**src/gprp_pkg.sv**
```systemverilog
package gprp_pkg;

  // Field widths of one grid point and one screen point
  localparam int unsigned GRID_W  = 10;
  localparam int unsigned ALT_W   = 16;
  localparam int unsigned SCR_W   = 32;

  // Register widths
  localparam int unsigned ZOOM_W  = 8;
  localparam int unsigned HSCL_W  = 16;
  localparam int unsigned TRIG_W  = 16;

  // Configuration channel
  localparam int unsigned CFG_IDX_W  = 4;
  localparam int unsigned CFG_DATA_W = 16;

  typedef enum logic [CFG_IDX_W-1:0] {
    REG_ZOOM         = 4'd0,
    REG_HEIGHT_SCALE = 4'd1,
    REG_SIN_ALPHA    = 4'd2,
    REG_COS_ALPHA    = 4'd3,
    REG_SIN_BETA     = 4'd4,
    REG_COS_BETA     = 4'd5,
    REG_SIN_GAMMA    = 4'd6,
    REG_COS_GAMMA    = 4'd7
  } cfg_reg_e;

  typedef struct packed {
    logic        [GRID_W-1:0] grid_col;
    logic        [GRID_W-1:0] grid_row;
    logic signed [ALT_W-1:0]  altitude;
  } in_item_t;

  typedef struct packed {
    logic signed [SCR_W-1:0] screen_x;
    logic signed [SCR_W-1:0] screen_y;
  } out_item_t;

  typedef struct packed {
    logic [CFG_IDX_W-1:0]  reg_idx;
    logic [CFG_DATA_W-1:0] wdata;
  } cfg_write_t;

  // Register file contents as seen by the datapath
  typedef struct packed {
    logic        [ZOOM_W-1:0] zoom;
    logic        [HSCL_W-1:0] height_scale;
    logic signed [TRIG_W-1:0] sin_alpha;
    logic signed [TRIG_W-1:0] cos_alpha;
    logic signed [TRIG_W-1:0] sin_beta;
    logic signed [TRIG_W-1:0] cos_beta;
    logic signed [TRIG_W-1:0] sin_gamma;
    logic signed [TRIG_W-1:0] cos_gamma;
  } cfg_t;

endpackage

```
**src/gprp_cfg_regs.sv**
```systemverilog
module gprp_cfg_regs #(
  parameter int unsigned TRIG_FRAC_BITS = 14
) (
  input  logic                  clk_i,
  input  logic                  rst_ni,
  input  logic                  wr_valid_i,
  output logic                  wr_ready_o,
  input  gprp_pkg::cfg_write_t  wr_i,
  output gprp_pkg::cfg_t        cfg_o
);
  import gprp_pkg::*;

  // 1.0 in the trig format, wrapped to the register width
  localparam logic [TRIG_W-1:0] TRIG_ONE = TRIG_W'(32'd1 << TRIG_FRAC_BITS);

  cfg_t cfg_q;

  assign wr_ready_o = 1'b1;
  assign cfg_o      = cfg_q;

  always_ff @(posedge clk_i or negedge rst_ni) begin
    if (!rst_ni) begin
      cfg_q.zoom         <= ZOOM_W'(1);
      cfg_q.height_scale <= HSCL_W'(256);
      cfg_q.sin_alpha    <= '0;
      cfg_q.cos_alpha    <= TRIG_ONE;
      cfg_q.sin_beta     <= '0;
      cfg_q.cos_beta     <= TRIG_ONE;
      cfg_q.sin_gamma    <= '0;
      cfg_q.cos_gamma    <= TRIG_ONE;
    end else if (wr_valid_i) begin
      unique case (cfg_reg_e'(wr_i.reg_idx))
        REG_ZOOM:         cfg_q.zoom         <= wr_i.wdata[ZOOM_W-1:0];
        REG_HEIGHT_SCALE: cfg_q.height_scale <= wr_i.wdata[HSCL_W-1:0];
        REG_SIN_ALPHA:    cfg_q.sin_alpha    <= wr_i.wdata[TRIG_W-1:0];
        REG_COS_ALPHA:    cfg_q.cos_alpha    <= wr_i.wdata[TRIG_W-1:0];
        REG_SIN_BETA:     cfg_q.sin_beta     <= wr_i.wdata[TRIG_W-1:0];
        REG_COS_BETA:     cfg_q.cos_beta     <= wr_i.wdata[TRIG_W-1:0];
        REG_SIN_GAMMA:    cfg_q.sin_gamma    <= wr_i.wdata[TRIG_W-1:0];
        REG_COS_GAMMA:    cfg_q.cos_gamma    <= wr_i.wdata[TRIG_W-1:0];
        default: ;  // unmapped index, write dropped
      endcase
    end
  end

endmodule

```
**config.mk**
```make
export PLATFORM = sky130hd
export DESIGN_NAME = gprp_cfg_regs
export DESIGN_NICKNAME = d
export VERILOG_FILES = /design/src/gprp_pkg.sv /design/src/gprp_cfg_regs.sv
export SDC_FILE = /design/constraint.sdc
export NUM_CORES = 1
export LEC_CHECK = 0
export BUFFER_PORTS_ARGS = -buffer_cell sky130_fd_sc_hd__buf_4
export CAP_MARGIN = 20
export CORE_AREA = 2 2 104 106
export DETAILED_ROUTE_END_ITERATION = 8
export DIE_AREA = 0 0 106 108
export PLACE_DENSITY_LB_ADDON = 0.15
export SLEW_MARGIN = 20
export SYNTH_ARGS = -nofsm -noshare
export SYNTH_HDL_FRONTEND = slang
export SYNTH_SLANG_ARGS = --single-unit
```
**constraint.sdc**
```tcl
create_clock -name clk_i -period 0.8 [get_ports clk_i]
set_input_delay 0.04 -clock clk_i [delete_from_list [all_inputs] [get_ports clk_i]]
set_output_delay 0.04 -clock clk_i [all_outputs]
set_load 0.01 [all_outputs]
```
==> results.md, run 1 <==
- The max-slew violation count is 0.
- The global-route wire length before repair is 19400 microns.
- The total global-route track usage is 22.6%.
- The total congestion overflow is 0.
- The library cell used most frequently in the layout, excluding fill and tap cells, is buf_6.
- Clock-pin slew was measured on the worst setup and hold paths at 0.06 ns.
- At the end of the flow the core is filled with cells to 79.1%.
- The reported net switching power is 6250 uW.
- The part of the power in the clock network is 31.7%.
- The floorplan die width is 106 microns.
- The slowest stage of the critical path belongs to the cell dfstp_2.
- For this design, the sink count on the clock tree is 120.
- The per-cell via count in the routed design is 4.88.
- Summing all flip-flop and latch instances after layout gives 3010 sq um.
- The final hold slack is -0.0662 ns.
- The final-stage net count is 533.
- The delay contributed by the slowest stage of the critical path is 0.55 ns.
- The total power after layout is 24000 uW.
- The CTS tree is yes.
- Summed over its instances, the top area cell type makes up 62.4% of the synthesized netlist area.
- The internal cell power is 17800 uW.
- The routed design could run at a clock period as short as 1.21 ns.
- The DRC marker count from the first detailed-route iteration is 78.
- The number of nets with antenna violations after detailed routing is 0.
- The met2 wire length is 6670 microns.
- The repair_antennas step left the layout with diodes totalling 0.
- The checks that failed: negative hold slack, negative setup slack.
- The cell area after placement is 6250 sq um.
- The initialized floorplan defines 37 standard-cell rows.
- The worst clock skew on the final layout is 0 ns.
- Of all nets on the critical path, the largest fanout is 2.
- The highest clock rate is 828 MHz.
- In the layout the commonest cells are buf_6, dfrtp_1, mux2_4.
- In the synthesized netlist, the number of instances is 265.
- From synthesis to final layout, the design area changed by 75.5%.
- The register with the most flip-flops in the layout has 120 of them.
- The largest delay contributor family on the critical path is flip-flops.
- The final routed wire length divided by cell count is 20.1 microns.
- The required time reported for the critical path endpoint is 0.76 ns.
- The total negative slack is -38.68 ns.
- STA classifies the critical path endpoint as a primary output.
- After detailed routing, the number of remaining DRC violations is 0.
- The total iterations of the first detailed-routing run is 4.
- The finished cells cover 8090 sq um.
- The number of failing hold endpoints at the final stage came to 6.
- The routed length on met3 is 657 microns.
- The buffer and inverter count on the worst path is 1.
- Traced cell by cell, the critical path runs through buf_6.
- In this run the vertical extent of the chip is 108 microns.
- Summing the sequential cell areas from Yosys gives 65.3% of the chip area.
- The routed via count is 3219.
- The TritonCTS buffer count is 17.
- The initial antenna violation count is 0.
- Routability-driven placement finished with a final weighted congestion of 0.720.
- The count of buffers inserted at the top-level ports is 142.
- The total area inside the core boundary comes to 10200 sq um.
- The number of endpoints failing setup at the final stage is 171.
- Yosys printed 0 warnings.
- The net switching share of the total power is 26.0%.
- The worst setup path is launched from a register.
- When the netlist entered floorplanning its net count stood at 288.
- The wire length reported by the detailed router is 13300 microns.
- The critical path arrival is 1.17 ns.
- The HPWL after detailed placement is 7670 microns.
- The uppermost layer routed is met4.
- Entering global routing, the biggest net connects 41 pins.
- In this run the worst hold path is classified as in -> async.
- The routed length on met1 is 5780 microns.
- The multi-input combinational cells in the finished layout cover a total of 1750 sq um.
- The H-tree was split into 4 levels.
- The largest area contributor in the netlist is dfrtp_1.
- The worst path setup slack after routing is -0.407 ns.
- The part of the power in combinational logic is 31.9%.
- Counting the fill cells in the layout gives 562.
- The run finished, with violations left.
- Setup repair after global routing could not meet its margin everywhere.
- The via count of the first global-routing pass came to 3390.
- The largest buffer count on any clock path is 2.
- 144 I/O pins were placed.
- The reported max-cap violation count is 0.
- The floorplan step defined a die boundary enclosing 11400 sq um.
- The fraction of the cycle the final worst path needs is 151%.
- The clock reaches the later pin of the worst-skew pair after 0.50 ns.
- Registers are responsible for 36.4% of the overall power.
- The total power divided by cell area is 2970 nW/um^2.
- Yosys attributes the largest share of cell area to dfrtp_1, mux2_2, mux2_1, dfstp_2, nand3b_4.
- By startpoint and endpoint, the worst setup path is classified as reg -> out.
- The buffer cell driving the clock tree root is clkbuf_8.
- For this design, the CTS-stage hold fixing added 17 buffers.
- The worst-case IR drop observed on VDD is 1.97 mV.
- The cell leakage power is 0.00396 uW.
- Synthesis instantiated 17 different standard cells from the library.
- Counting flops and latches in the post-synthesis netlist gives 120.
- Of the cells placed in the final design, the portion with a size suffix greater than 1 is 73.0%.
- The synthesized netlist occupies a cell area of 4610 sq um.
- For this configuration, the core starts out at a cell density of 45.0%.
- Dividing the synthesized area by the synthesized cell count gives 17.4 sq um.
## final cells by class
cell class	count	share of cell area, %
clock buffers	23	5.77
clock inverters	9	1.55
multi-input cells	133	21.7
flip-flops and latches	120	37.2
well taps	136	2.10
repair buffers	238	31.7
## repair_timing
item / CTS / global route
buffers inserted: 38 / 33
gates resized for setup: 132 / 54
pin swaps: 0 / 0
setup endpoints to repair: 122 / 174
gates cloned: 0 / 0
hold endpoints to repair: 240 / 6
## kinds of logic (layout without fill, tap and decap cells)
logic type	count (synthesis)	in the layout	share of synthesized area, %
and+or+nand+nor	12	12	3.18
muxes	120	120	29.3
DFF	120	120	65.3
buffers and inverters	12	270	2.12
other	1	1	0.0814
## synth_stat cells
library cell,number
and3_1,1
buf_2,2
buf_4,6
buf_6,2
buf_8,1
clkbuf_2,1
conb_1,1
dfrtp_1,115
dfstp_2,5
mux2_1,13
mux2_2,107
nand2_1,2
nand2b_1,1
nand3b_4,3
nor2_1,1
nor2_2,1
nor3b_4,3
## worst paths after layout
check,startpoint,endpoint,slack [ns],cells past startpoint
min in group clk_i,wr_i[16],cfg_o[114]$_DFFE_PN0P_,0.13,5
min,rst_ni,cfg_o[41]$_DFFE_PN0P_,-0.07,2
max,cfg_o[104]$_DFFE_PN1P_,cfg_o[104],-0.41,1
max reg2reg,cfg_o[12]$_DFFE_PN0P_,cfg_o[12]$_DFFE_PN0P_,-0.21,3
min reg2reg,cfg_o[77]$_DFFE_PN0P_,cfg_o[77]$_DFFE_PN0P_,0.52,1
max in group asynchronous,rst_ni,cfg_o[3]$_DFFE_PN0P_,0.37,3
## metrics by stage
stage          std cells  worst slack, ns
6_report             659           -0.407
5_1_grt              659           -0.444
4_1_cts              645           -0.416
3_5_place_dp         559           -0.507
3_3_place_gp         559           -0.498
2_1_floorplan        265           -0.435
## layer usage
metal | global-route usage [%] | vias to the layer above
met3 | 6.93 | 14
met1 | 29.3 | 1663
met2 | 37.3 | 111
met4 | 6.39 | 0
li1 | - | 1431
met5 | 0 | -
## power groups by stage
stage          clock [uW]  sequential (uW)  combinational (uW)
3_5_place_dp            0             8450                5280
6_report             7610             8750                7670
5_1_grt              8050             8880                8100
2_1_floorplan           0             8990                1600
3_3_place_gp            0             8410                5200
4_1_cts              7650             8600                6970
(Power assumes the default switching activity.)
==> run 2: changes to the inputs <==
- ABC_AREA: not set -> 1
- CORE_AREA: 2 2 104 106 -> 2 2 106 108
- DIE_AREA: 0 0 106 108 -> 0 0 108 110
- GPL_ROUTABILITY_DRIVEN: not set -> 0
==> results.md, run 2 <==
- The fill cell total of the finished layout is 696 (+24%).
- The synthesized netlist net count is 584 (+100%).
- The mean post-synth cell area is 8.84 sq um (-49%).
- The fraction of the cycle the final worst path needs came to 151% (-0.36 points).
- The met2 wire length is 8350 microns (+25%).
- The startpoint-to-endpoint class of the critical path is reg -> out.
- The clock transition at the register clock pins on the worst setup and hold paths after CTS is 0.06 ns (about the same).
- The final-stage net count came to 835 (+57%).
- The area of the mapped netlist is 4960 sq um (+7.7%).
- The depth of the most critical reg-to-reg path is 4 (+1).
- The synthesis-stage register bit count is 120 (unchanged).
- The checks that failed: negative hold slack, negative setup slack.
- The worst clock skew on the final layout was 0 ns (unchanged).
- The cell area after placement came to 6460 sq um (+3.4%).
- By area the synthesized netlist is led by dfrtp_1, nand2_1, nand4_1, dfstp_2, o21bai_1.
- The kind of launch point of the worst setup path is a register.
- The number of warnings printed during yosys synthesis came to 0 (unchanged).
- The CTS tree is yes.
- The library cells used most frequently in the layout, excluding fill and tap cells, are nand2_1, buf_6, dfrtp_1.
- The count of buffers inserted at the top-level ports is 142 (unchanged).
- The number of nets with antenna violations after detailed routing is 0 (unchanged).
- The post-synthesis cell count is 561 (+110%).
- Setup repair after global routing could not meet its margin everywhere.
- The area growth from synthesis to layout is 67.8%.
- The post-synthesis async set-or-reset flop share is 100% (unchanged).
- The area of the die is 11900 sq um (+3.8%).
- The delay contributed by the slowest stage of the critical path came to 0.55 ns (about the same).
- The DRC marker count from the first detailed-route iteration is 370 (+370%).
- The flip-flop count of the largest register after layout is 120 (unchanged).
- The number of sinks driven by the clock tree was 120 (unchanged).
- In this design, the largest share of critical-path delay is due to flip-flops.
- The required time reported for the critical path endpoint came to 0.76 ns (about the same).
- The highest clock rate is 830 MHz (+0.24%).
- The commonest cells after synthesis are nand2_1, dfrtp_1, nand4_1.
- The final routed wire length divided by cell count is 17.1 microns (-15%).
- The number of failing hold endpoints at the final stage was 4 (-2).
- The total power after layout was 23500 uW (-2.2%).
- The critical path arrival is 1.16 ns (about the same).
- The floorplan die width is 108 microns (+1.9%).
- The initial antenna violation count is 0 (unchanged).
- The number of endpoints failing setup at the final stage came to 138 (-19%).
- The largest fanout on the critical path is 2 (unchanged).
- The wire length reported by the detailed router is 16500 microns (+24%).
- The reported max-cap violation count is 0 (unchanged).
- On the critical path, the stage with the largest delay is an instance of dfstp_2.
- The routed via count is 4875 (+51%).
- The count of unresolved DRC violations after routing is 0 (unchanged).
- The max-slew violation count is 0 (unchanged).
- The insertion delay to the later sink of the worst-skew pair is 0.51 ns (about the same).
- Leaving out fill and tap cells, the most frequent cell in the layout is nand2_1.
- The area of the core was 10700 sq um (+4.6%).
- The routed length on met3 was 1160 microns (+76%).
- The most frequent cell after synthesis is nand2_1.
- The area fraction of the dominant cell type after synthesis is 58.0% (-4.4 points).
- The number of H-tree levels is 4 (unchanged).
- The top-level I/O count was 144 (unchanged).
- The total stage count of the critical path is 1 (unchanged).
- The core occupancy in the finished layout is 77.8% (-1.3 points).
- The uppermost layer routed is met4.
- The TritonCTS buffer count is 17 (unchanged).
- The maximum ir drop on the vdd rail was 1.61 mV (-18%).
- The buffer cell driving the clock tree root is clkbuf_8.
- The y dimension of the die was 110 microns (+1.9%).
- The primary flip-flop cell chosen by synthesis mapping is dfrtp_1.
- Counting instances, the worst hold path has a depth of 5.
- The largest buffer count on any clock path came to 2 (unchanged).
- The via count of the first global-routing pass was 4710 (+39%).
- The total iterations of the first detailed-routing run is 5 (+1).
- The effective utilization at floorplan is 46.4% (+1.3 points).
- The run finished, with violations left.
- The total global-route track usage is 27.4% (+4.8 points).
- The routed length on met1 is 6660 microns (+15%).
- The worst path setup slack after routing is -0.404 ns (+0.00286 ns).
- Traced cell by cell, the critical path runs through buf_6.
- The final hold slack is -0.0215 ns (+0.0447 ns).
- The buffer and inverter count on the worst path is 1 (unchanged).
- The class of the tightest hold or removal check is in -> reg.
- The number of rows created at floorplan is 38 (+2.7%).
- The share of the yosys chip area belonging to registers is 60.7% (-4.6 points).
- The placed wire-length estimate after detailed placement came to 9730 microns (+27%).
- The total power divided by cell area is 2830 nW/um^2 (-4.9%).
- The biggest area contributor in the post-synthesis netlist is dfrtp_1.
- The antenna diode instance count is 0 (unchanged).
- The post-layout instance area is 8320 sq um (+2.9%).
- The total congestion overflow is 0 (unchanged).
- The cell leakage power came to 0.00446 uW (+13%).
- The final critical path time including I/O delays and setup is 1.20 ns (-0.00286 ns).
- The global-route wire length before repair came to 24400 microns (+26%).
- The largest net degree at the start of global routing is 66 (+61%).
- The number of distinct library cells after synthesis is 19 (+2).
- The worst setup path is captured at a primary output.
- The number of enable-type register cells in the synthesized netlist is 0 (unchanged).
- The share of post-route cells with drive strength above 1 is 38.1% (-35 points).
- The per-cell via count in the routed design is 5.05 (+3.4%).
-- run 2: cell count changes after synthesis, sizes merged, moves of 7 or more --
cell    delta
o21bai    +16
clkbuf    +11
nand2    +292
buf       +14
nand3     +22
nand4     +40
mux2     -120
nor2       +7
inv       +22
-- run 2: layer usage --
metal | vias to the layer above | GRT usage [%]
met1 | 2385 | 34.8
met3 | 29 | 8.23
li1 | 2267 | -
met5 | - | 0
met4 | 0 | 8.70
met2 | 194 | 45.6
-- run 2: area by class of cell --
class                      count  area, sq um  area share (%)
multi-input combinational    382         1740            20.9
inverter                      22         82.6           0.992
tap                          140          175            2.10
clock inverter                12          198            2.38
timing repair buffer         269         2670            32.1
clock buffer                  20          445            5.35
sequential                   120         3010            36.2
-- run 2: worst paths after layout --
check	from	end	slack, ns
worst max-delay path	cfg_o[112]$_DFFE_PN1P_	cfg_o[112]	-0.40
worst min-delay path	wr_i[16]	cfg_o[101]$_DFFE_PN0P_	-0.02
worst max register to register	cfg_o[40]$_DFFE_PN0P_	cfg_o[40]$_DFFE_PN0P_	-0.09
worst min register to register	cfg_o[46]$_DFFE_PN1P_	cfg_o[46]$_DFFE_PN1P_	0.48
max in group asynchronous	rst_ni	cfg_o[104]$_DFFE_PN1P_	0.39
min in group asynchronous	rst_ni	cfg_o[29]$_DFFE_PN0P_	0.09
-- run 2: power breakdown --
group | switching [uW] | internal [uW]
combinational | 2710 | 4060
sequential | 1090 | 7390
clock | 2730 | 5530
-- run 2: timing repair --
item                                   in CTS  in global routing
setup endpoints to repair                 120                129
pin swaps                                   0                  5
gates cloned                                0                  0
resized for setup                         120                 16
endpoints found under the hold margin     240                  2
hold buffers                               18                  1
setup buffers                              39                 33
-- run 2: tightest hold or removal path, delay by kind of cell --
family                 cells  cell delay (ns)
and+or+nand+nor            4             0.27
buffers and inverters      1             0.14
-- run 2: stage by stage --
stage	std cells	TNS (ns)	worst slack [ns]
detailed placement	844	-18.89	-0.220
finish	965	-34.58	-0.404
global placement	844	-17.37	-0.190
global route	965	-38.95	-0.436
CTS	933	-34.89	-0.413
floorplan	561	-1.22	-0.0481
-- run 2: cell families after synthesis --
kind of cell,after synthesis,synth area share (%)
other cells,1,0.0756
flops,120,60.7
buf+inv,59,5.40
compound gates,16,2.42
simple gates,365,31.5
==> run 3: changes to the inputs <==
- PLACE_DENSITY: not set -> 0.85
- PLACE_DENSITY_LB_ADDON: 0.15 -> not set
==> results.md, run 3 (synthesis gave the netlist of run 2 again) <==
- The reported net switching power is 6660 uW (+2.0%).
- The maximum ir drop on the vdd rail was 1.85 mV (+15%).
- The total global-route track usage came to 29.7% (+2.3 points).
- The antenna diode instance count is 0 (unchanged).
- The count of unresolved DRC violations after routing is 0 (unchanged).
- The worst path setup slack after routing is -0.398 ns (+0.00605 ns).
- The largest buffer count on any clock path is 2 (unchanged).
- The routed via count came to 5155 (+5.7%).
- The final critical path time including I/O delays and setup is 1.20 ns (-0.00605 ns).
- The total power divided by cell area is 2770 nW/um^2 (-1.9%).
- Leaving out fill and tap cells, the most frequent cell in the layout is nand2_1.
- The number of H-tree levels is 4 (unchanged).
- The number of sinks driven by the clock tree is 120 (unchanged).
- The required time reported for the critical path endpoint is 0.76 ns (about the same).
- The largest fanout on the critical path is 2 (unchanged).
- The signal on the critical path passes through buf_6.
- The run finished, with violations left.
- The share of post-route cells with drive strength above 1 was 39.6% (+1.6 points).
- The met1 routing resource usage after global routing is 34.2% (-0.60 points).
- The placed wire-length estimate after detailed placement came to 10400 microns (+6.5%).
- The core occupancy in the finished layout is 78.6% (+0.83 points).
- The number of failing hold endpoints at the final stage is 0 (-4).
- The cell sitting at the root of the clock tree is a clkbuf_8.
- The per-cell via count in the routed design came to 5.31 (+5.2%).
- The area of the core came to 10700 sq um (unchanged).
- The fraction of the cycle the final worst path needs is 150% (-0.76 points).
- The part of the power in combinational logic is 30.7% (+1.9 points).
- The number of rows created at floorplan is 38 (unchanged).
- The layer with the highest usage after global routing is met2.
- The final routed wire length divided by cell count is 18.8 microns (+10%).
- The highest clock rate was 835 MHz (+0.50%).
- The setup path with the least slack is of type reg -> out.
- The delay contributed by the slowest stage of the critical path is 0.55 ns (about the same).
- The relative contribution of sequential cells to total power is 36.5% (+0.5 points).
- Setup repair after global routing could not meet its margin everywhere.
- The slowest stage of the critical path is the dfstp_2 cell.
- The y dimension of the die is 110 microns (unchanged).
- The area of the die is 11900 sq um (unchanged).
- The total power after layout was 23300 uW (-0.89%).
- The buffer and inverter count on the worst path was 1 (unchanged).
- The via count of the first global-routing pass is 5147 (+9.3%).
- The instance count after placement with tap cells included is 847 (+0.36%).
- The clock transition at the register clock pins on the worst setup and hold paths after CTS was 0.06 ns (about the same).
- The flip-flop count of the largest register after layout was 120 (unchanged).
- The total congestion overflow was 0 (unchanged).
- The count of placed standard cells in the final layout, fillers left out is 970 (+0.52%).
- The total iterations of the first detailed-routing run is 5 (unchanged).
- The insertion delay to the later sink of the worst-skew pair is 0.51 ns (about the same).
- The class of the tightest hold or removal check is in -> reg.
- The cell area after placement came to 6500 sq um (+0.54%).
- The number of endpoints failing setup at the final stage came to 146 (+5.8%).
- The DRC marker count from the first detailed-route iteration is 426 (+15%).
- The CTS tree is yes.
- The reported max-cap violation count is 0 (unchanged).
- The number of nets with antenna violations after detailed routing is 0 (unchanged).
- The TritonCTS buffer count is 17 (unchanged).
- In the layout the commonest cells are nand2_1, buf_6, dfrtp_1.
- The max-slew violation count came to 0 (unchanged).
- Among cell families on the critical path, the largest total delay comes from flip-flops.
- The area of the multi-input gates is 1800 sq um (+3.3%).
- The final reports fail on negative setup slack.
- The met2 routing resource usage after global routing is 50.6% (+5.0 points).
- The post-layout instance area is 8410 sq um (+1.1%).
- The signed area change from the synthesized netlist to the final layout is 69.6%.
- The fill cell total of the finished layout is 618 (-11%).
- The effective utilization at floorplan is 46.4% (unchanged).
- The initial antenna violation count is 0 (unchanged).
- The net switching share of the total power is 28.6% (+0.80 points).
- The storage element area came to 3010 sq um (unchanged).
- The kind of launch point of the worst setup path is a register.
- The top-level I/O count is 144 (unchanged).
- The worst setup path is captured at a primary output.
- The floorplan die width is 108 microns (unchanged).
- The critical path arrival came to 1.16 ns (about the same).
- The cell leakage power is 0.00450 uW (+0.77%).
- The final-stage net count came to 840 (+0.60%).
- The internal cell power is 16600 uW (-2.0%).
- The largest net degree at the start of global routing is 45 (-32%).
- The wire length reported by the detailed router is 18200 microns (+11%).
- The worst clock skew on the final layout came to 0 ns (unchanged).
- The global routing usage on met3 came to 7.11% (-1.1 points).
- The part of the power in the clock network is 32.7% (-2.4 points).
- The global-route wire length before repair is 26200 microns (+7.2%).
- The count of buffers inserted at the top-level ports was 142 (unchanged).
- The internal reg-to-reg setup slack is -0.18 ns (-0.09 ns).
-- run 3: worst paths after layout --
| kind | start | to | cells past startpoint |
|---|---|---|---|
| max in group asynchronous | rst_ni | cfg_o[26]$_DFFE_PN0P_ | 3 |
| max reg2reg | cfg_o[31]$_DFFE_PN0P_ | cfg_o[31]$_DFFE_PN0P_ | 5 |
| min in group asynchronous | rst_ni | cfg_o[28]$_DFFE_PN0P_ | 3 |
| max | cfg_o[112]$_DFFE_PN1P_ | cfg_o[112] | 1 |
| min reg2reg | cfg_o[80]$_DFFE_PN0P_ | cfg_o[80]$_DFFE_PN0P_ | 2 |
| min | wr_valid_i | cfg_o[82]$_DFFE_PN0P_ | 4 |
-- run 3: cell type report --
class	count	share of cell area, %
Multi-Input combinational cell	382	21.4
Clock inverter	9	1.43
Sequential cell	120	35.8
Tap cell	140	2.08
Inverter	22	0.982
Timing Repair Buffer	274	32.7
Clock buffer	23	5.67
-- run 3: power groups by stage --
| stage | combinational [uW] | sequential (uW) | clock (uW) |
|---|---|---|---|
| floorplan | 1340 | 8740 | 0 |
| global placement | 4590 | 8230 | 0 |
| detailed placement | 4760 | 8270 | 0 |
| CTS | 6310 | 8390 | 7660 |
| global route | 7670 | 8600 | 7980 |
| finish | 7160 | 8520 | 7630 |
-- run 3: worst register-to-register path, stage by stage, from the launching register on --
cell and delay (ns):
dfrtp_1 0.41, buf_6 0.13, buf_6 0.11, inv_2 0.04
o21bai_1 0.10, nand2_1 0.07
-- run 3: layer usage --
layer	part of all wire, %	up-vias
li1	-	2284
met1	36	2477
met2	51	316
met3	7.6	78
met4	5.3	0
met5	0	-
-- run 3: metrics by stage --
| stage | worst slack [ns] | setup TNS, ns | hold slack (ns) |
|---|---|---|---|
| CTS | -0.413 | -36.45 | 0.0203 |
| finish | -0.398 | -35.14 | 0.0156 |
| global route | -0.437 | -39.64 | 0.0231 |
| floorplan | -0.0481 | -1.22 | -0.256 |
| detailed placement | -0.284 | -19.73 | -0.109 |
| global placement | -0.162 | -15.23 | -0.110 |
-- run 3: what timing repair did --
item | in CTS | in global routing
pin swaps | 1 | 16
hold endpoints to repair | 240 | 7
setup buffers | 43 | 34
endpoints found under the setup margin | 120 | 156
hold buffers | 20 | 2
gates resized for setup | 121 | 35
